[config.mk]
export PLATFORM = sky130hd
export DESIGN_NAME = line_field_column_selector_flat
export DESIGN_NICKNAME = d
export VERILOG_FILES = /design/src/hdl/lfcs_pkg.sv /design/src/hdl/lfcs_in_if.sv /design/src/hdl/lfcs_out_if.sv /design/src/hdl/line_field_column_selector.sv /design/src/hdl/lfcs_regs.sv /design/src/hdl/lfcs_dpath.sv /design/src/hdl/lfcs_ctrl.sv /design/src/flat_wrapper.sv
export SDC_FILE = /design/constraint.sdc
export NUM_CORES = 1
export LEC_CHECK = 0
export BUFFER_PORTS_ARGS = -buffer_cell sky130_fd_sc_hd__buf_2
export CAP_MARGIN = 20
export CORE_MARGIN = 2
export CORE_UTILIZATION = 50
export DETAILED_ROUTE_END_ITERATION = 12
export PLACE_DENSITY = 0.78
export REMOVE_ABC_BUFFERS = 1
export SETUP_SLACK_MARGIN = 0.02
export SLEW_MARGIN = 0
export SYNTH_ARGS = -nofsm -noshare
export SYNTH_HDL_FRONTEND = slang
export SYNTH_SLANG_ARGS = --single-unit
[constraint.sdc]
create_clock -name clk -period 4.6 [get_ports clk]
set_input_delay 1.38 -clock clk [delete_from_list [all_inputs] [get_ports clk]]
set_output_delay 1.38 -clock clk [all_outputs]
set_load 0.005 [all_outputs]
[src/hdl/lfcs_pkg.sv]
`default_nettype none
package lfcs_pkg;

  // line buffer geometry
  localparam int LINE_BYTES  = 64;
  localparam int RANGE_SLOTS = 5;
  localparam int RANGE_REGS  = 5;
  localparam int ADDR_W      = $clog2(LINE_BYTES);
  localparam int FIELD_W     = $clog2(LINE_BYTES + 1);
  localparam int POS_W       = 10;

  // configuration port geometry
  localparam int CFG_ADDR_W = 5;
  localparam int CFG_DATA_W = 32;

  localparam logic [7:0] NEWLINE_BYTE = 8'd10;
  localparam logic [7:0] TAB_BYTE     = 8'd9;

  // register indexes
  typedef enum logic [2:0] {
    REG_CUT_MODE  = 3'd0,
    REG_DELIMITER = 3'd1,
    REG_SUPPRESS  = 3'd2,
    REG_RANGE_0   = 3'd3,
    REG_RANGE_1   = 3'd4,
    REG_RANGE_2   = 3'd5,
    REG_RANGE_3   = 3'd6,
    REG_RANGE_4   = 3'd7
  } reg_idx_t;

  // one selection range: open flag, inclusive end, 1-based start
  typedef struct packed {
    logic             open_end;
    logic [POS_W-1:0] hi;
    logic [POS_W-1:0] lo;
  } range_t;

  typedef struct packed {
    logic                       cut_mode;
    logic [7:0]                 delimiter;
    logic                       suppress;
    range_t [RANGE_REGS-1:0]    ranges;
  } lfcs_cfg_t;

  // controller to datapath
  typedef struct packed {
    logic store;      // buffer the input byte
    logic init;       // rewind to the first byte, restart field tracking
    logic clr_dseen;  // clear the delimiter scan result
    logic scan;       // fold the current byte into the delimiter scan
    logic adv;        // move to the next buffered byte
    logic load_byte;  // put the current byte into the output register
    logic load_nl;    // put the closing newline into the output register
    logic clear;      // drop the line
  } lfcs_cmd_t;

  // datapath to controller
  typedef struct packed {
    logic pending;
    logic in_nl;
    logic idx_done;
    logic emit;
    logic dseen;
    logic out_free;
    logic cut_mode;
    logic suppress;
  } lfcs_stat_t;

  typedef enum logic [1:0] {
    ST_IDLE,
    ST_SCAN,
    ST_EMIT,
    ST_NEWLINE
  } lfcs_state_t;

  // true when a 1-based position falls in any active range
  function automatic logic sel_hit(input logic [POS_W-1:0] pos,
                                   input range_t [RANGE_REGS-1:0] ranges);
    logic hit;
    hit = 1'b0;
    for (int s = 0; s < RANGE_SLOTS; s++) begin
      if ((ranges[s].lo != '0) && (pos >= ranges[s].lo) &&
          (ranges[s].open_end || (pos <= ranges[s].hi))) begin
        hit = 1'b1;
      end
    end
    return hit;
  endfunction

endpackage
`default_nettype wire

[src/hdl/lfcs_in_if.sv]
`default_nettype none
interface lfcs_in_if;
  logic       valid;
  logic       ready;
  logic       action;
  logic [7:0] data_byte;

  modport source (output valid, output action, output data_byte, input ready);
  modport sink (input valid, input action, input data_byte, output ready);
endinterface
`default_nettype wire

[src/hdl/lfcs_out_if.sv]
`default_nettype none
interface lfcs_out_if;
  logic       valid;
  logic       ready;
  logic [7:0] out_byte;
  logic       last;

  modport source (output valid, output out_byte, output last, input ready);
  modport sink (input valid, input out_byte, input last, output ready);
endinterface
`default_nettype wire

[src/hdl/line_field_column_selector.sv]
// line field and column selector
//
// in_ch carries one beat per text byte (action 0) or an end-of-input flush
// (action 1). out_ch returns the selected bytes of each finished line, with
// last set on the closing newline. Registers sit on the cfg_ APB port; the
// user must write them only while no line is being replayed (not enforced).
//
// a data byte is stored in the line buffer. a newline, or a flush with a
// pending line, starts replay from the line buffer: in field mode a
// delimiter scan, then, unless suppress drops a line with no delimiter,
// the replay of the line and the load of the newline; in character mode
// only the replay and the newline. the kept length is at most 63 bytes.
// each output beat waits for out_ch.ready; while a line replays in_ch.ready
// stays low, and a new byte is taken as soon as the closing newline sits in
// the output register.
//
// synchronous reset clears the registers to field mode, tab delimiter, no
// suppress, no ranges, and empties the line. a stalled receiver holds the
// current beat, replay waits at its next selected byte; nothing is dropped.
`default_nettype none
module line_field_column_selector (
  input  wire logic                            clk,
  input  wire logic                            rst_n,
  lfcs_in_if.sink                              in_ch,
  lfcs_out_if.source                           out_ch,
  input  wire logic                            cfg_psel,
  input  wire logic                            cfg_penable,
  input  wire logic                            cfg_pwrite,
  input  wire logic [lfcs_pkg::CFG_ADDR_W-1:0] cfg_paddr,
  input  wire logic [lfcs_pkg::CFG_DATA_W-1:0] cfg_pwdata,
  output logic      [lfcs_pkg::CFG_DATA_W-1:0] cfg_prdata,
  output logic                                 cfg_pready
);
  import lfcs_pkg::*;

  lfcs_cfg_t  cfg;
  lfcs_cmd_t  cmd;
  lfcs_stat_t stat;
  logic       in_ready;
  logic       out_valid;
  logic [7:0] out_byte;
  logic       out_last;

  // configuration registers
  lfcs_regs u_regs (
    .clk         (clk),
    .rst_n       (rst_n),
    .cfg_psel    (cfg_psel),
    .cfg_penable (cfg_penable),
    .cfg_pwrite  (cfg_pwrite),
    .cfg_paddr   (cfg_paddr),
    .cfg_pwdata  (cfg_pwdata),
    .cfg_prdata  (cfg_prdata),
    .cfg_pready  (cfg_pready),
    .cfg         (cfg)
  );

  // sequencer
  lfcs_ctrl u_ctrl (
    .clk       (clk),
    .rst_n     (rst_n),
    .in_valid  (in_ch.valid),
    .in_action (in_ch.action),
    .stat      (stat),
    .in_ready  (in_ready),
    .cmd       (cmd)
  );

  // line buffer and output register
  lfcs_dpath u_dpath (
    .clk       (clk),
    .rst_n     (rst_n),
    .cfg       (cfg),
    .cmd       (cmd),
    .in_data   (in_ch.data_byte),
    .out_ready (out_ch.ready),
    .out_valid (out_valid),
    .out_byte  (out_byte),
    .out_last  (out_last),
    .stat      (stat)
  );

  assign in_ch.ready     = in_ready;
  assign out_ch.valid    = out_valid;
  assign out_ch.out_byte = out_byte;
  assign out_ch.last     = out_last;

endmodule
`default_nettype wire

[src/hdl/lfcs_regs.sv]
`default_nettype none
module lfcs_regs (
  input  wire logic                           clk,
  input  wire logic                           rst_n,
  input  wire logic                           cfg_psel,
  input  wire logic                           cfg_penable,
  input  wire logic                           cfg_pwrite,
  input  wire logic [lfcs_pkg::CFG_ADDR_W-1:0] cfg_paddr,
  input  wire logic [lfcs_pkg::CFG_DATA_W-1:0] cfg_pwdata,
  output logic      [lfcs_pkg::CFG_DATA_W-1:0] cfg_prdata,
  output logic                                cfg_pready,
  output lfcs_pkg::lfcs_cfg_t                 cfg
);
  import lfcs_pkg::*;

  lfcs_cfg_t cfg_r;
  lfcs_cfg_t cfg_nxt;
  reg_idx_t  idx;
  logic      wr_en;

  assign idx        = reg_idx_t'(cfg_paddr[CFG_ADDR_W-1:2]);
  assign wr_en      = cfg_psel && cfg_penable && cfg_pwrite;
  assign cfg_pready = 1'b1;
  assign cfg        = cfg_r;

  // register write decode
  always_comb begin
    cfg_nxt = cfg_r;
    if (wr_en) begin
      case (idx)
        REG_CUT_MODE:  cfg_nxt.cut_mode  = cfg_pwdata[0];
        REG_DELIMITER: cfg_nxt.delimiter = cfg_pwdata[7:0];
        REG_SUPPRESS:  cfg_nxt.suppress  = cfg_pwdata[0];
        REG_RANGE_0:   cfg_nxt.ranges[0] = range_t'(cfg_pwdata[$bits(range_t)-1:0]);
        REG_RANGE_1:   cfg_nxt.ranges[1] = range_t'(cfg_pwdata[$bits(range_t)-1:0]);
        REG_RANGE_2:   cfg_nxt.ranges[2] = range_t'(cfg_pwdata[$bits(range_t)-1:0]);
        REG_RANGE_3:   cfg_nxt.ranges[3] = range_t'(cfg_pwdata[$bits(range_t)-1:0]);
        REG_RANGE_4:   cfg_nxt.ranges[4] = range_t'(cfg_pwdata[$bits(range_t)-1:0]);
        default:       cfg_nxt = cfg_r;
      endcase
    end
  end

  always_ff @(posedge clk) begin
    if (!rst_n) begin
      cfg_r <= '{cut_mode: 1'b0, delimiter: TAB_BYTE, suppress: 1'b0, ranges: '0};
    end else begin
      cfg_r <= cfg_nxt;
    end
  end

  // register read mux
  always_comb begin
    case (idx)
      REG_CUT_MODE:  cfg_prdata = CFG_DATA_W'(cfg_r.cut_mode);
      REG_DELIMITER: cfg_prdata = CFG_DATA_W'(cfg_r.delimiter);
      REG_SUPPRESS:  cfg_prdata = CFG_DATA_W'(cfg_r.suppress);
      REG_RANGE_0:   cfg_prdata = CFG_DATA_W'(cfg_r.ranges[0]);
      REG_RANGE_1:   cfg_prdata = CFG_DATA_W'(cfg_r.ranges[1]);
      REG_RANGE_2:   cfg_prdata = CFG_DATA_W'(cfg_r.ranges[2]);
      REG_RANGE_3:   cfg_prdata = CFG_DATA_W'(cfg_r.ranges[3]);
      REG_RANGE_4:   cfg_prdata = CFG_DATA_W'(cfg_r.ranges[4]);
      default:       cfg_prdata = '0;
    endcase
  end

endmodule
`default_nettype wire

[src/hdl/lfcs_dpath.sv]
`default_nettype none
module lfcs_dpath (
  input  wire logic                clk,
  input  wire logic                rst_n,
  input  wire lfcs_pkg::lfcs_cfg_t cfg,
  input  wire lfcs_pkg::lfcs_cmd_t cmd,
  input  wire logic [7:0]          in_data,
  input  wire logic                out_ready,
  output logic                     out_valid,
  output logic [7:0]               out_byte,
  output logic                     out_last,
  output lfcs_pkg::lfcs_stat_t     stat
);
  import lfcs_pkg::*;

  logic [7:0]         line_mem_r [LINE_BYTES];
  logic [7:0]         rdata_r;
  logic [ADDR_W-1:0]  len_r, len_nxt;
  logic               trunc_r, trunc_nxt;
  logic               dseen_r, dseen_nxt;
  logic [ADDR_W-1:0]  idx_r, idx_nxt;
  logic [FIELD_W-1:0] field_r, field_nxt;
  logic               field_sel_r, field_sel_nxt;
  logic               have_em_r, have_em_nxt;
  logic               out_valid_r, out_valid_nxt;
  logic [7:0]         out_byte_r;
  logic               out_last_r;
  logic               wr_en;
  logic               is_delim;
  logic               sel_first;
  logic               sel_next;
  logic               sel_char;
  logic [FIELD_W-1:0] field_inc;

  assign is_delim  = (rdata_r == cfg.delimiter);
  assign field_inc = field_r + FIELD_W'(1);
  assign sel_first = sel_hit(POS_W'(1), cfg.ranges);
  assign sel_next  = sel_hit(POS_W'(field_inc), cfg.ranges);
  assign sel_char  = sel_hit(POS_W'(idx_r) + POS_W'(1), cfg.ranges);
  assign wr_en     = cmd.store && !trunc_r && (len_r < ADDR_W'(LINE_BYTES - 1));

  // line buffer, one write and one registered read port
  always_ff @(posedge clk) begin
    if (wr_en) begin
      line_mem_r[len_r] <= in_data;
    end
    rdata_r <= line_mem_r[idx_nxt];
  end

  // line length, truncation and delimiter scan
  always_comb begin
    len_nxt   = len_r;
    trunc_nxt = trunc_r;
    dseen_nxt = dseen_r;
    if (wr_en) begin
      len_nxt = len_r + ADDR_W'(1);
    end else if (cmd.store && !trunc_r) begin
      trunc_nxt = 1'b1;
    end
    if (cmd.clr_dseen) begin
      dseen_nxt = 1'b0;
    end else if (cmd.scan && is_delim) begin
      dseen_nxt = 1'b1;
    end
    if (cmd.clear) begin
      len_nxt   = '0;
      trunc_nxt = 1'b0;
      dseen_nxt = 1'b0;
    end
  end

  // read index and field tracking
  always_comb begin
    idx_nxt       = idx_r;
    field_nxt     = field_r;
    field_sel_nxt = field_sel_r;
    have_em_nxt   = have_em_r;
    if (cmd.init) begin
      idx_nxt       = '0;
      field_nxt     = FIELD_W'(1);
      field_sel_nxt = sel_first;
      have_em_nxt   = sel_first;
    end else if (cmd.adv) begin
      idx_nxt = idx_r + ADDR_W'(1);
      if (is_delim) begin
        field_nxt     = field_inc;
        field_sel_nxt = sel_next;
        have_em_nxt   = have_em_r || sel_next;
      end
    end
  end

  always_ff @(posedge clk) begin
    if (!rst_n) begin
      len_r       <= '0;
      trunc_r     <= 1'b0;
      dseen_r     <= 1'b0;
      idx_r       <= '0;
      field_r     <= FIELD_W'(1);
      field_sel_r <= 1'b0;
      have_em_r   <= 1'b0;
    end else begin
      len_r       <= len_nxt;
      trunc_r     <= trunc_nxt;
      dseen_r     <= dseen_nxt;
      idx_r       <= idx_nxt;
      field_r     <= field_nxt;
      field_sel_r <= field_sel_nxt;
      have_em_r   <= have_em_nxt;
    end
  end

  // output register
  always_comb begin
    out_valid_nxt = out_valid_r;
    if (cmd.load_byte || cmd.load_nl) begin
      out_valid_nxt = 1'b1;
    end else if (out_ready) begin
      out_valid_nxt = 1'b0;
    end
  end

  always_ff @(posedge clk) begin
    if (!rst_n) begin
      out_valid_r <= 1'b0;
    end else begin
      out_valid_r <= out_valid_nxt;
    end
  end

  always_ff @(posedge clk) begin
    if (cmd.load_byte) begin
      out_byte_r <= rdata_r;
      out_last_r <= 1'b0;
    end else if (cmd.load_nl) begin
      out_byte_r <= NEWLINE_BYTE;
      out_last_r <= 1'b1;
    end
  end

  assign out_valid = out_valid_r;
  assign out_byte  = out_byte_r;
  assign out_last  = out_last_r;

  // status toward the controller
  always_comb begin
    stat.pending  = (len_r != '0) || trunc_r;
    stat.in_nl    = (in_data == NEWLINE_BYTE);
    stat.idx_done = (idx_r == len_r);
    stat.dseen    = dseen_r;
    stat.out_free = !out_valid_r || out_ready;
    stat.cut_mode = cfg.cut_mode;
    stat.suppress = cfg.suppress;
    if (cfg.cut_mode) begin
      stat.emit = sel_char;
    end else if (!dseen_r) begin
      stat.emit = 1'b1;
    end else if (is_delim) begin
      stat.emit = sel_next && have_em_r;
    end else begin
      stat.emit = field_sel_r;
    end
  end

endmodule
`default_nettype wire

[src/hdl/lfcs_ctrl.sv]
`default_nettype none
module lfcs_ctrl (
  input  wire logic                 clk,
  input  wire logic                 rst_n,
  input  wire logic                 in_valid,
  input  wire logic                 in_action,
  input  wire lfcs_pkg::lfcs_stat_t stat,
  output logic                      in_ready,
  output lfcs_pkg::lfcs_cmd_t       cmd
);
  import lfcs_pkg::*;

  lfcs_state_t state_r, state_nxt;
  logic        line_end;

  // a newline always ends the line, a flush only when something is pending
  assign line_end = in_valid && ((!in_action && stat.in_nl) || (in_action && stat.pending));

  // next state
  always_comb begin
    state_nxt = state_r;
    case (state_r)
      ST_IDLE: begin
        if (line_end) begin
          state_nxt = stat.cut_mode ? ST_EMIT : ST_SCAN;
        end
      end
      ST_SCAN: begin
        if (stat.idx_done) begin
          state_nxt = (!stat.dseen && stat.suppress) ? ST_IDLE : ST_EMIT;
        end
      end
      ST_EMIT: begin
        if (stat.idx_done) begin
          state_nxt = ST_NEWLINE;
        end
      end
      ST_NEWLINE: begin
        if (stat.out_free) begin
          state_nxt = ST_IDLE;
        end
      end
      default: state_nxt = ST_IDLE;
    endcase
  end

  always_ff @(posedge clk) begin
    if (!rst_n) begin
      state_r <= ST_IDLE;
    end else begin
      state_r <= state_nxt;
    end
  end

  // commands
  always_comb begin
    in_ready = 1'b0;
    cmd      = '0;
    case (state_r)
      ST_IDLE: begin
        in_ready = 1'b1;
        if (in_valid && !in_action && !stat.in_nl) begin
          cmd.store = 1'b1;
        end else if (line_end) begin
          cmd.init      = 1'b1;
          cmd.clr_dseen = 1'b1;
        end
      end
      ST_SCAN: begin
        if (stat.idx_done) begin
          if (!stat.dseen && stat.suppress) begin
            cmd.clear = 1'b1;
          end else begin
            cmd.init = 1'b1;
          end
        end else begin
          cmd.scan = 1'b1;
          cmd.adv  = 1'b1;
        end
      end
      ST_EMIT: begin
        if (!stat.idx_done) begin
          if (!stat.emit) begin
            cmd.adv = 1'b1;
          end else if (stat.out_free) begin
            cmd.load_byte = 1'b1;
            cmd.adv       = 1'b1;
          end
        end
      end
      ST_NEWLINE: begin
        if (stat.out_free) begin
          cmd.load_nl = 1'b1;
          cmd.clear   = 1'b1;
        end
      end
      default: cmd = '0;
    endcase
  end

endmodule
`default_nettype wire

[src/flat_wrapper.sv]
// flat-port wrapper written by rule: the top's interface ports become plain ports
module line_field_column_selector_flat import lfcs_pkg::*;
  (clk, rst_n, cfg_psel, cfg_penable, cfg_pwrite, cfg_paddr, cfg_pwdata, cfg_prdata, cfg_pready, in_ch_valid, in_ch_action, in_ch_data_byte, in_ch_ready, out_ch_valid, out_ch_out_byte, out_ch_last, out_ch_ready);
  lfcs_in_if in_ch_i ();
  lfcs_out_if out_ch_i ();
  input  wire logic clk;
  input  wire logic rst_n;
  input  wire logic cfg_psel;
  input  wire logic cfg_penable;
  input  wire logic cfg_pwrite;
  input  wire logic [lfcs_pkg::CFG_ADDR_W-1:0] cfg_paddr;
  input  wire logic [lfcs_pkg::CFG_DATA_W-1:0] cfg_pwdata;
  output logic      [lfcs_pkg::CFG_DATA_W-1:0] cfg_prdata;
  output logic cfg_pready;
  input wire logic [$bits(in_ch_i.valid)-1:0] in_ch_valid;
  input wire logic [$bits(in_ch_i.action)-1:0] in_ch_action;
  input wire logic [$bits(in_ch_i.data_byte)-1:0] in_ch_data_byte;
  output wire logic [$bits(in_ch_i.ready)-1:0] in_ch_ready;
  output wire logic [$bits(out_ch_i.valid)-1:0] out_ch_valid;
  output wire logic [$bits(out_ch_i.out_byte)-1:0] out_ch_out_byte;
  output wire logic [$bits(out_ch_i.last)-1:0] out_ch_last;
  input wire logic [$bits(out_ch_i.ready)-1:0] out_ch_ready;
  assign in_ch_i.valid = in_ch_valid;
  assign in_ch_i.action = in_ch_action;
  assign in_ch_i.data_byte = in_ch_data_byte;
  assign in_ch_ready = in_ch_i.ready;
  assign out_ch_valid = out_ch_i.valid;
  assign out_ch_out_byte = out_ch_i.out_byte;
  assign out_ch_last = out_ch_i.last;
  assign out_ch_i.ready = out_ch_ready;
  line_field_column_selector u_core (.clk(clk), .rst_n(rst_n), .in_ch(in_ch_i), .out_ch(out_ch_i), .cfg_psel(cfg_psel), .cfg_penable(cfg_penable), .cfg_pwrite(cfg_pwrite), .cfg_paddr(cfg_paddr), .cfg_pwdata(cfg_pwdata), .cfg_prdata(cfg_prdata), .cfg_pready(cfg_pready));
endmodule
==> impl_metrics.json, run 1 <==
{
  "fp.dieH_um": 258,
  "ys_seq_elements": 670,
  "synth_xor_area_share_pct": 0.871,
  "cts_hold_buf": 0,
  "async_flop_share_pct": 0,
  "power.density_nw_per_um2": 351,
  "h-tree-depth": 3,
  "hold_slack_ns": 0.477,
  "multi_input_area_um2": 14000,
  "wl_per_cell_um": 27.1,
  "hold_viol": 0,
  "chipWidth_um": 258,
  "synthMuxAreaShare_pct": 2.76,
  "synth.largest_area_cell": "edfxtp_1",
  "synth_top_family_by_area": "compound AO/OA/AOI/OAI gates",
  "grt_use_met2_pct": 49.1,
  "crit_slowest_cell": "o41ai_2",
  "seq_area_frac_synth_pct": 57.9,
  "num-fill-cells": 4466,
  "crit_family": "compound AO/OA/AOI/OAI gates",
  "rows": 93,
  "cp.depth": 23,
  "final_common_cell": "edfxtp_1",
  "layout-drive-gt1-share_pct": 25.3,
  "dp_slack_ns": -0.829,
  "drt_iter0_drc": 3903,
  "maxCapViolCount": 0,
  "period_share_pct": 108,
  "synthAdderAreaFrac_pct": 5.75,
  "start_util_pct": 50.3,
  "finalMaxSlewViolations": 0,
  "use_met1_pct": 39.5,
  "crit_chain": "and3_1, and3_1, xnor2_2, buf_12, buf_4, ha_1, a211oi_1, nand2_1, a41oi_2, a211o_1, o2111ai_2, o21ai_2, buf_4, buf_4, or3_4, and2_4, buf_4, buf_12, buf_4, a221oi_1, o41ai_2, o2111ai_4, mux2i_1",
  "cts_made_buffers": 72,
  "violations": "setup timing",
  "syn_area_um2": 32200,
  "grt_pass1_wl_mm": 156,
  "grt_max_degree": 115,
  "grt_pass1_vias": 25600,
  "post-route-min-period_ns": 4.98,
  "critPathKind": "reg2reg",
  "pin_count": 97,
  "finalWeightedCongestion": 0.958,
  "syn_avg_cell_area_um2": 11.8,
  "synth-simple-area-share_pct": 13.6,
  "yosysWarnings": 0,
  "numPortBuffers": 71,
  "final-seq-area_um2": 18600,
  "grt_busiest_layer": "met2",
  "whs_path_depth": 2,
  "rsz0062_at_grt": "true",
  "fmax_mhz": 201,
  "fin_worst_skew_ns": 0.0342,
  "core_um2": 64000,
  "fin_nets": 3256,
  "antenna_found_initial": 3,
  "finalSetupViolCount": 8,
  "drc": 0,
  "netlist.area_leader.share_pct": 48.5,
  "vias": 26300,
  "cp_common_cell": "buf_4",
  "status": "complete, but fails checks",
  "crit_fanout": 30,
  "synthCells": 2729,
  "ant_nets": 0,
  "final_cell_mix": "520 x edfxtp_1, 283 x nand2_1, 276 x buf_4, 202 x and2_1, 151 x a21oi_1",
  "start_kind": "flip-flop",
  "clock-sinks": 670,
  "met3_usage_pct": 6.38,
  "grt-ovfl-total": 0,
  "required_ns": 5.15,
  "slew_headroom_pct": 17.4,
  "ys_types": 76,
  "syn_to_final_growth_pct": 25.9,
  "power_leakage_nw": 14.2,
  "hold_class": "reg2reg",
  "clk_pin_slew_ns": 0.06,
  "synth_compound_area_share_pct": 15.3,
  "synthTopCellsByArea": "edfxtp_1 49%, dfxtp_1 9.3%, ha_1 5.8%, a221oi_1 5.5%, and2_1 4.0%",
  "grt_usage_pct": 30.8,
  "ys.flop_type": "edfxtp_1",
  "reg2reg_depth": 23,
  "firstDrtPassIters": 7,
  "cts_tree": "done",
  "avgViaCountPerCell": 6.62,
  "worstMarginPinSlew_ns": 1.23,
  "fin_ws_ns": -0.383,
  "cp.arrival_ns": 5.54,
  "dieArea_um2": 66400,
  "cp_slowest_stage_delay_ns": 0.55,
  "crit_buf_inv": 7,
  "endpoint_kind": "flip-flop",
  "clk_path_buf_depth": 3,
  "clk_latency_ns": 0.65,
  "irDropWorstVdd_uv": 319,
  "cts-root-buf": "clkbuf_16",
  "detailed_place_hpwl_mm": 64.8,
  "drt-total-wl_mm": 107,
  "synth_edf_count": 520
}
## routing by layer
metal	wire (um)	up-vias
met3	11900	417
met4	6530	0
met1	39100	12700
met2	50000	1993
met5	0	-
li1	-	11100
## Yosys cell counts, types with 9 or more instances
cell       instances
nor2b_1           14
nor3_1            19
dfxtp_1          150
a22o_1            18
or3_1             15
buf_1              9
clkbuf_1         117
a21oi_1          160
a31oi_1           15
o21ai_0           50
o2111ai_1         20
a211oi_1          11
nor2_1           132
nor4_1            21
o41ai_1           50
o32ai_1           16
buf_2             43
or2_2              9
mux4_2            14
nand2b_1          13
inv_1             75
o211ai_1          23
a221oi_2          10
and3_1            21
nand3_1           71
nor3b_1           16
nand2_1          284
ha_1             148
and2_1           205
buf_4             20
xor2_1            11
a221oi_1         203
o21a_1            20
mux2i_1           56
a21o_1            12
edfxtp_1         520
xnor2_1           21
nand4_1           34
## layout make-up
type	count	area share (%)
Sequential cell	670	46.0
Multi-Input combinational cell	1797	34.6
Antenna cell	3	0.0185
Clock inverter	43	1.24
Clock buffer	84	4.63
Tap cell	855	2.64
Inverter	76	0.707
Timing Repair Buffer	438	10.2
## metrics by stage
stage	setup TNS (ns)	cell area (um^2)	util, %	total power [W]	std cells
floorplan	-53.56	31300	-	0.00743	2542
global placement	-5.68	35500	55.4	0.00809	3769
detailed placement	-5.71	35500	55.4	0.00815	3769
CTS	-1.40	39500	61.8	0.0140	3937
global route	-3.50	40500	63.3	0.0145	3964
finish	-2.62	40500	63.3	0.0142	3966
## where the power goes
| part | switching (W) | total (W) | internal, W |
|---|---|---|---|
| clock | 0.00253 | 0.00589 | 0.00336 |
| sequential | 0.0000670 | 0.00665 | 0.00658 |
| combinational | 0.00105 | 0.00168 | 0.000628 |
## cells by family after synthesis
kind of cell / count (synthesis)
AND/OR/NAND/NOR: 872
flip-flops: 670
AO/OA/AOI/OAI: 661
buffers and inverters: 273
adder cells (fa/ha/maj): 148
multiplexers: 71
XOR/XNOR: 32
other: 2
## state kept, by name (all words and copies together), names as in the netlist
register	cells
u_core.u_dpath.out_byte	8
u_core.u_dpath.len_r	6
u_core.u_ctrl.state_r	2
u_core.u_regs.cfg	115
u_core.u_dpath.field_sel_r	1
u_core.u_dpath.rdata_r	8
u_core.u_dpath.field_r	7
u_core.u_dpath.have_em_r	1
u_core.u_dpath.idx_r	6
u_core.u_dpath.dseen_r	1
u_core.u_dpath.trunc_r	1
u_core.u_dpath.out_last	1
u_core.u_dpath.line_mem_r	512
u_core.u_dpath.out_valid	1
## worst register-to-register path, cell delays in order, from the launching register on
cell and delay (ns):
dfxtp_2 0.35, and3_1 0.21, and3_1 0.23, xnor2_2 0.16, buf_12 0.17, buf_4 0.14
ha_1 0.32, a211oi_1 0.26, nand2_1 0.11, a41oi_2 0.17, a211o_1 0.15, o2111ai_2 0.17
o21ai_2 0.21, buf_4 0.14, buf_4 0.11, or3_4 0.13, and2_4 0.28, buf_4 0.17
buf_12 0.19, buf_4 0.17, a221oi_1 0.08, o41ai_2 0.55, o2111ai_4 0.23, mux2i_1 0.20
## path summary, 6_finish.rpt
path / end / slack (ns) / start
setup / recovery: u_core.u_dpath.rdata_r[5]$_DFF_P_ / -0.38 / u_core.u_dpath.idx_r[0]$_SDFF_PN0_
hold / removal: u_core.u_regs.cfg[30]$_SDFFE_PN0P_ / 0.48 / u_core.u_regs.cfg[30]$_SDFFE_PN0P_
setup reg to reg: u_core.u_dpath.rdata_r[5]$_DFF_P_ / -0.38 / u_core.u_dpath.idx_r[0]$_SDFF_PN0_
hold reg to reg: u_core.u_regs.cfg[30]$_SDFFE_PN0P_ / 0.48 / u_core.u_regs.cfg[30]$_SDFFE_PN0P_
## repair_timing
item | in CTS | in global routing
endpoints found under the setup margin | 11 | 11
setup buffers | 36 | 21
gates resized for setup | 192 | 104
pin swaps | 62 | 26
cloned | 10 | 6
Note: power is estimated with default switching activity, not from simulation.
==> run 2, diff against run 1 <==
--- a/config.mk
+++ b/config.mk
@@ -7,10 +7,12 @@
 export LEC_CHECK = 0
 export BUFFER_PORTS_ARGS = -buffer_cell sky130_fd_sc_hd__buf_2
 export CAP_MARGIN = 20
+export CELL_PAD_IN_SITES_DETAIL_PLACEMENT = 1
+export CELL_PAD_IN_SITES_GLOBAL_PLACEMENT = 1
 export CORE_MARGIN = 2
-export CORE_UTILIZATION = 50
+export CORE_UTILIZATION = 46
 export DETAILED_ROUTE_END_ITERATION = 12
-export PLACE_DENSITY = 0.78
+export PLACE_DENSITY = 0.85
 export REMOVE_ABC_BUFFERS = 1
 export SETUP_SLACK_MARGIN = 0.02
 export SLEW_MARGIN = 0
==> run 2 against run 1 <==
Area after synthesis is the same. The run now fails in global routing. Synthesized cell count is the same.
==> impl_metrics.json, run 2 <==
{
  "synthTopCellsByArea": "edfxtp_1 49%, dfxtp_1 9.3%, ha_1 5.8%, a221oi_1 5.5%, and2_1 4.0%",
  "synthCells": 2729,
  "status": "aborted with a tool error",
  "clock-sinks": 670,
  "seq_area_frac_synth_pct": 57.9,
  "haltStage": "global routing",
  "async_flop_share_pct": 0,
  "yosysWarnings": 0,
  "chipWidth_um": 268,
  "numPortBuffers": 71,
  "synth_edf_count": 520,
  "detailed_place_hpwl_mm": 76.7,
  "pin_count": 97,
  "worstEpCategory": "register data pin",
  "start_util_pct": 46.7,
  "cts-root-buf": "clkbuf_16",
  "syn_avg_cell_area_um2": 11.8,
  "rows": 96,
  "ys_seq_elements": 670,
  "h-tree-depth": 3,
  "antenna_found_initial": 18,
  "grt_max_degree": 66,
  "worst_endpoint": "u_core.u_dpath.rdata_r[7]$_DFF_P_/D",
  "cts_hold_buf": 0,
  "clk_path_buf_depth": 3,
  "ys.flop_type": "edfxtp_1",
  "synth.largest_area_cell": "edfxtp_1",
  "ys_types": 76,
  "syn_area_um2": 32200,
  "cts_made_buffers": 72,
  "synth.most_common_cell": "edfxtp_1",
  "netlist.area_leader.share_pct": 48.5,
  "synth_commonest_cells": "520 x edfxtp_1, 284 x nand2_1, 205 x and2_1, 203 x a221oi_1, 160 x a21oi_1",
  "fp.dieH_um": 268,
  "finalWeightedCongestion": 0.937,
  "first-error": "[ERROR GRT-0228] Horizontal edge usage exceeds the maximum allowed. (0, 6) usage=65535 limit=3200"
}
[run 2: cell counts after synthesis]
No cell type changed its count.
[run 2: what timing repair did]
action / 4_1_cts
pin swaps: 54
gates resized for setup: 269
setup endpoints to repair: 15
buffers inserted: 58
gates cloned: 15
[run 2: cells by family after synthesis]
family | Yosys count | synth area share [%]
AOI/OAI and AO/OA | 661 | 15.3
xor gates and xnor gates | 32 | 0.871
adders and majority gates | 148 | 5.75
buffers and inverters | 273 | 3.81
DFF | 670 | 57.9
muxes | 71 | 2.76
other | 2 | 0.0233
and+or+nand+nor | 872 | 13.6
[run 2: through the flow]
stage,hold WS (ns),cells,area (um^2),setup WS (ns)
4_1_cts,0.475,4123,40900,-0.370
3_3_place_gp,0.458,3929,36200,-0.787
2_1_floorplan,0.446,2542,31300,-5.45
3_5_place_dp,0.467,3929,36200,-1.11
==> run 3, diff against run 2 <==
--- a/config.mk
+++ b/config.mk
@@ -7,14 +7,11 @@
 export LEC_CHECK = 0
 export BUFFER_PORTS_ARGS = -buffer_cell sky130_fd_sc_hd__buf_2
 export CAP_MARGIN = 20
-export CELL_PAD_IN_SITES_DETAIL_PLACEMENT = 1
-export CELL_PAD_IN_SITES_GLOBAL_PLACEMENT = 1
 export CORE_MARGIN = 2
-export CORE_UTILIZATION = 46
+export CORE_UTILIZATION = 35
 export DETAILED_ROUTE_END_ITERATION = 12
-export PLACE_DENSITY = 0.85
+export PLACE_DENSITY_LB_ADDON = 0.15
 export REMOVE_ABC_BUFFERS = 1
-export SETUP_SLACK_MARGIN = 0.02
 export SLEW_MARGIN = 0
 export SYNTH_ARGS = -nofsm -noshare
 export SYNTH_HDL_FRONTEND = slang
==> constraint.sdc (replaced) <==
create_clock -name clk -period 6 [get_ports clk]
set_input_delay 1.8 -clock clk [delete_from_list [all_inputs] [get_ports clk]]
set_output_delay 1.8 -clock clk [all_outputs]
set_load 0.005 [all_outputs]
==> run 3 against run 2 <==
The run now ends clean.
==> impl_metrics.json, run 3 (synthesized netlist as in run 1, its figures left out) <==
{
  "crit_buf_inv": 3,
  "cp.arrival_ns": 6.31,
  "ant_nets": 0,
  "drt-total-wl_mm": 103,
  "chipWidth_um": 307,
  "clk_path_buf_depth": 3,
  "antenna_found_initial": 1,
  "start_kind": "flip-flop",
  "cts_tree": "done",
  "vias": 23600,
  "grt_pass1_wl_mm": 153,
  "fp.dieH_um": 307,
  "crit_family": "compound AO/OA/AOI/OAI gates",
  "firstDrtPassIters": 8,
  "layout-drive-gt1-share_pct": 16.1,
  "required_ns": 6.58,
  "avgViaCountPerCell": 5.65,
  "hold_slack_ns": 0.476,
  "hold_class": "reg2reg",
  "cp.depth": 21,
  "critPathKind": "reg2reg",
  "crit_path_end": "u_core.u_dpath.rdata_r[1]$_DFF_P_",
  "numPortBuffers": 71,
  "grt_pass1_vias": 23600,
  "cts_made_buffers": 78,
  "detailed_place_hpwl_mm": 70.1,
  "clk_pin_slew_ns": 0.06,
  "dieArea_um2": 94400,
  "fmax_mhz": 175,
  "clock-sinks": 670,
  "endpoint_kind": "flip-flop",
  "reg2reg_depth": 21,
  "fin_worst_skew_ns": 0.0251,
  "start_util_pct": 35.2,
  "clk_latency_ns": 0.65,
  "reg2reg_setup_slack_ns": 0.27,
  "r2r_end": "u_core.u_dpath.rdata_r[1]$_DFF_P_",
  "h-tree-depth": 3,
  "crit_start": "u_core.u_dpath.field_r[0]$_SDFFE_PP1P_",
  "cts-root-buf": "clkbuf_16",
  "status": "finished clean",
  "slew_headroom_pct": 24.3,
  "crit_chain": "ha_1, nand3_1, or2_2, xnor2_1, buf_4, ha_1, nand3_1, nor2_1, a221oi_1, or3_1, o311ai_1, o21ba_1, o211ai_4, a21oi_1, o21ai_4, buf_12, a221oi_1, o41ai_1, o2111ai_1, buf_4, mux2i_1",
  "registers.top_by_ff_count": "u_core.u_dpath.line_mem_r",
  "cts_hold_buf": 0,
  "power.density_nw_per_um2": 283,
  "crit_fanout": 11,
  "rsz0062_at_grt": "false",
  "pin_count": 97,
  "largest_reg_flops": 512,
  "grt_usage_pct": 21.7,
  "finalMaxSlewViolations": 0,
  "hold_viol": 0,
  "power.total_w": 0.0107,
  "rows": 111,
  "post-route-min-period_ns": 5.73,
  "power_leakage_nw": 12.8,
  "final_common_cell": "edfxtp_1",
  "period_share_pct": 95.5,
  "grt-ovfl-total": 0,
  "core_um2": 91400,
  "maxCapViolCount": 0,
  "fin_nets": 3126,
  "finalSetupViolCount": 0,
  "syn_to_final_growth_pct": 17.4,
  "final_cell_mix": "520 x edfxtp_1, 284 x nand2_1, 204 x and2_1, 203 x a221oi_1, 200 x buf_4",
  "worstMarginPinSlew_ns": 1.13,
  "r2r-start": "u_core.u_dpath.field_r[0]$_SDFFE_PP1P_",
  "drt_iter0_drc": 2215,
  "grt_max_degree": 66,
  "drc": 0,
  "whs_path_depth": 2,
  "crit_slowest_cell": "o41ai_1",
  "antenna_cells": 0,
  "wl_per_cell_um": 24.7,
  "cp_slowest_stage_delay_ns": 0.82,
  "finalWeightedCongestion": 0.898,
  "irDropWorstVdd_uv": 208
}
run 3: metrics by stage:
step	worst slack [ns]	setup TNS [ns]	cell area [um^2]	utilization, %	cells
detailed placement	0.0726	0	35200	38.6	4026
global placement	0.122	0	35200	38.6	4026
floorplan	-4.05	-32.40	31300	-	2542
finish	0.270	0	37800	41.3	4176
CTS	0.143	0	37600	41.2	4171
global route	0.00000444	0	37800	41.3	4176
run 3: area by class of cell:
class,instances,area (um^2)
repair buffers,303,2500
flip-flops and latches,670,18600
clock buffers,108,2140
fillers,8637,53600
clock inverters,37,268
inverters,76,287
multi-input cells,1796,12500
well taps,1186,1480
run 3: metal layers:
metal / wire (um) / track usage [%] / vias up
met4: 2560 / 6.31 / 0
met2: 47600 / 34.7 / 769
met3: 6160 / 3.39 / 153
met5: 0 / 0 / -
met1: 46800 / 30.5 / 11800
li1: - / - / 10900
run 3: worst min path at each step:
stage	start	endpoint	slack (ns)
global placement	u_core.u_regs.cfg[60]$_SDFFE_PN0P_	u_core.u_regs.cfg[60]$_SDFFE_PN0P_	0.46
CTS	u_core.u_regs.cfg[60]$_SDFFE_PN0P_	u_core.u_regs.cfg[60]$_SDFFE_PN0P_	0.47
finish	u_core.u_regs.cfg[60]$_SDFFE_PN0P_	u_core.u_regs.cfg[60]$_SDFFE_PN0P_	0.48
global route	u_core.u_regs.cfg[60]$_SDFFE_PN0P_	u_core.u_regs.cfg[60]$_SDFFE_PN0P_	0.49
floorplan	u_core.u_regs.cfg[71]$_SDFFE_PN0P_	u_core.u_regs.cfg[71]$_SDFFE_PN0P_	0.45
detailed placement	u_core.u_regs.cfg[60]$_SDFFE_PN0P_	u_core.u_regs.cfg[60]$_SDFFE_PN0P_	0.46
run 3: power breakdown:
| group | internal, W | switching (W) | total (W) |
|---|---|---|---|
| clock network | 0.00256 | 0.00194 | 0.00450 |
| logic | 0.000396 | 0.000695 | 0.00109 |
| registers | 0.00505 | 0.0000428 | 0.00509 |
| total | 0.00800 | 0.00267 | 0.0107 |
run 3: repair_timing:
| action | 4_1_cts | 5_1_grt |
|---|---|---|
| setup endpoints to repair | 0 | 8 |
| endpoints found under the hold margin | 0 | 0 |
| resized for setup | 0 | 8 |
| setup buffers | 0 | 5 |
run 3: worst reg2reg max path, stage by stage (launching register included):
cell	delay (ns)
dfxtp_1	0.35
ha_1	0.22
nand3_1	0.16
or2_2	0.35
xnor2_1	0.16
buf_4	0.27
ha_1	0.31
nand3_1	0.07
nor2_1	0.04
a221oi_1	0.42
or3_1	0.20
o311ai_1	0.26
o21ba_1	0.30
o211ai_4	0.38
a21oi_1	0.21
o21ai_4	0.34
buf_12	0.16
a221oi_1	0.06
o41ai_1	0.82
o2111ai_1	0.24
buf_4	0.22
mux2i_1	0.14
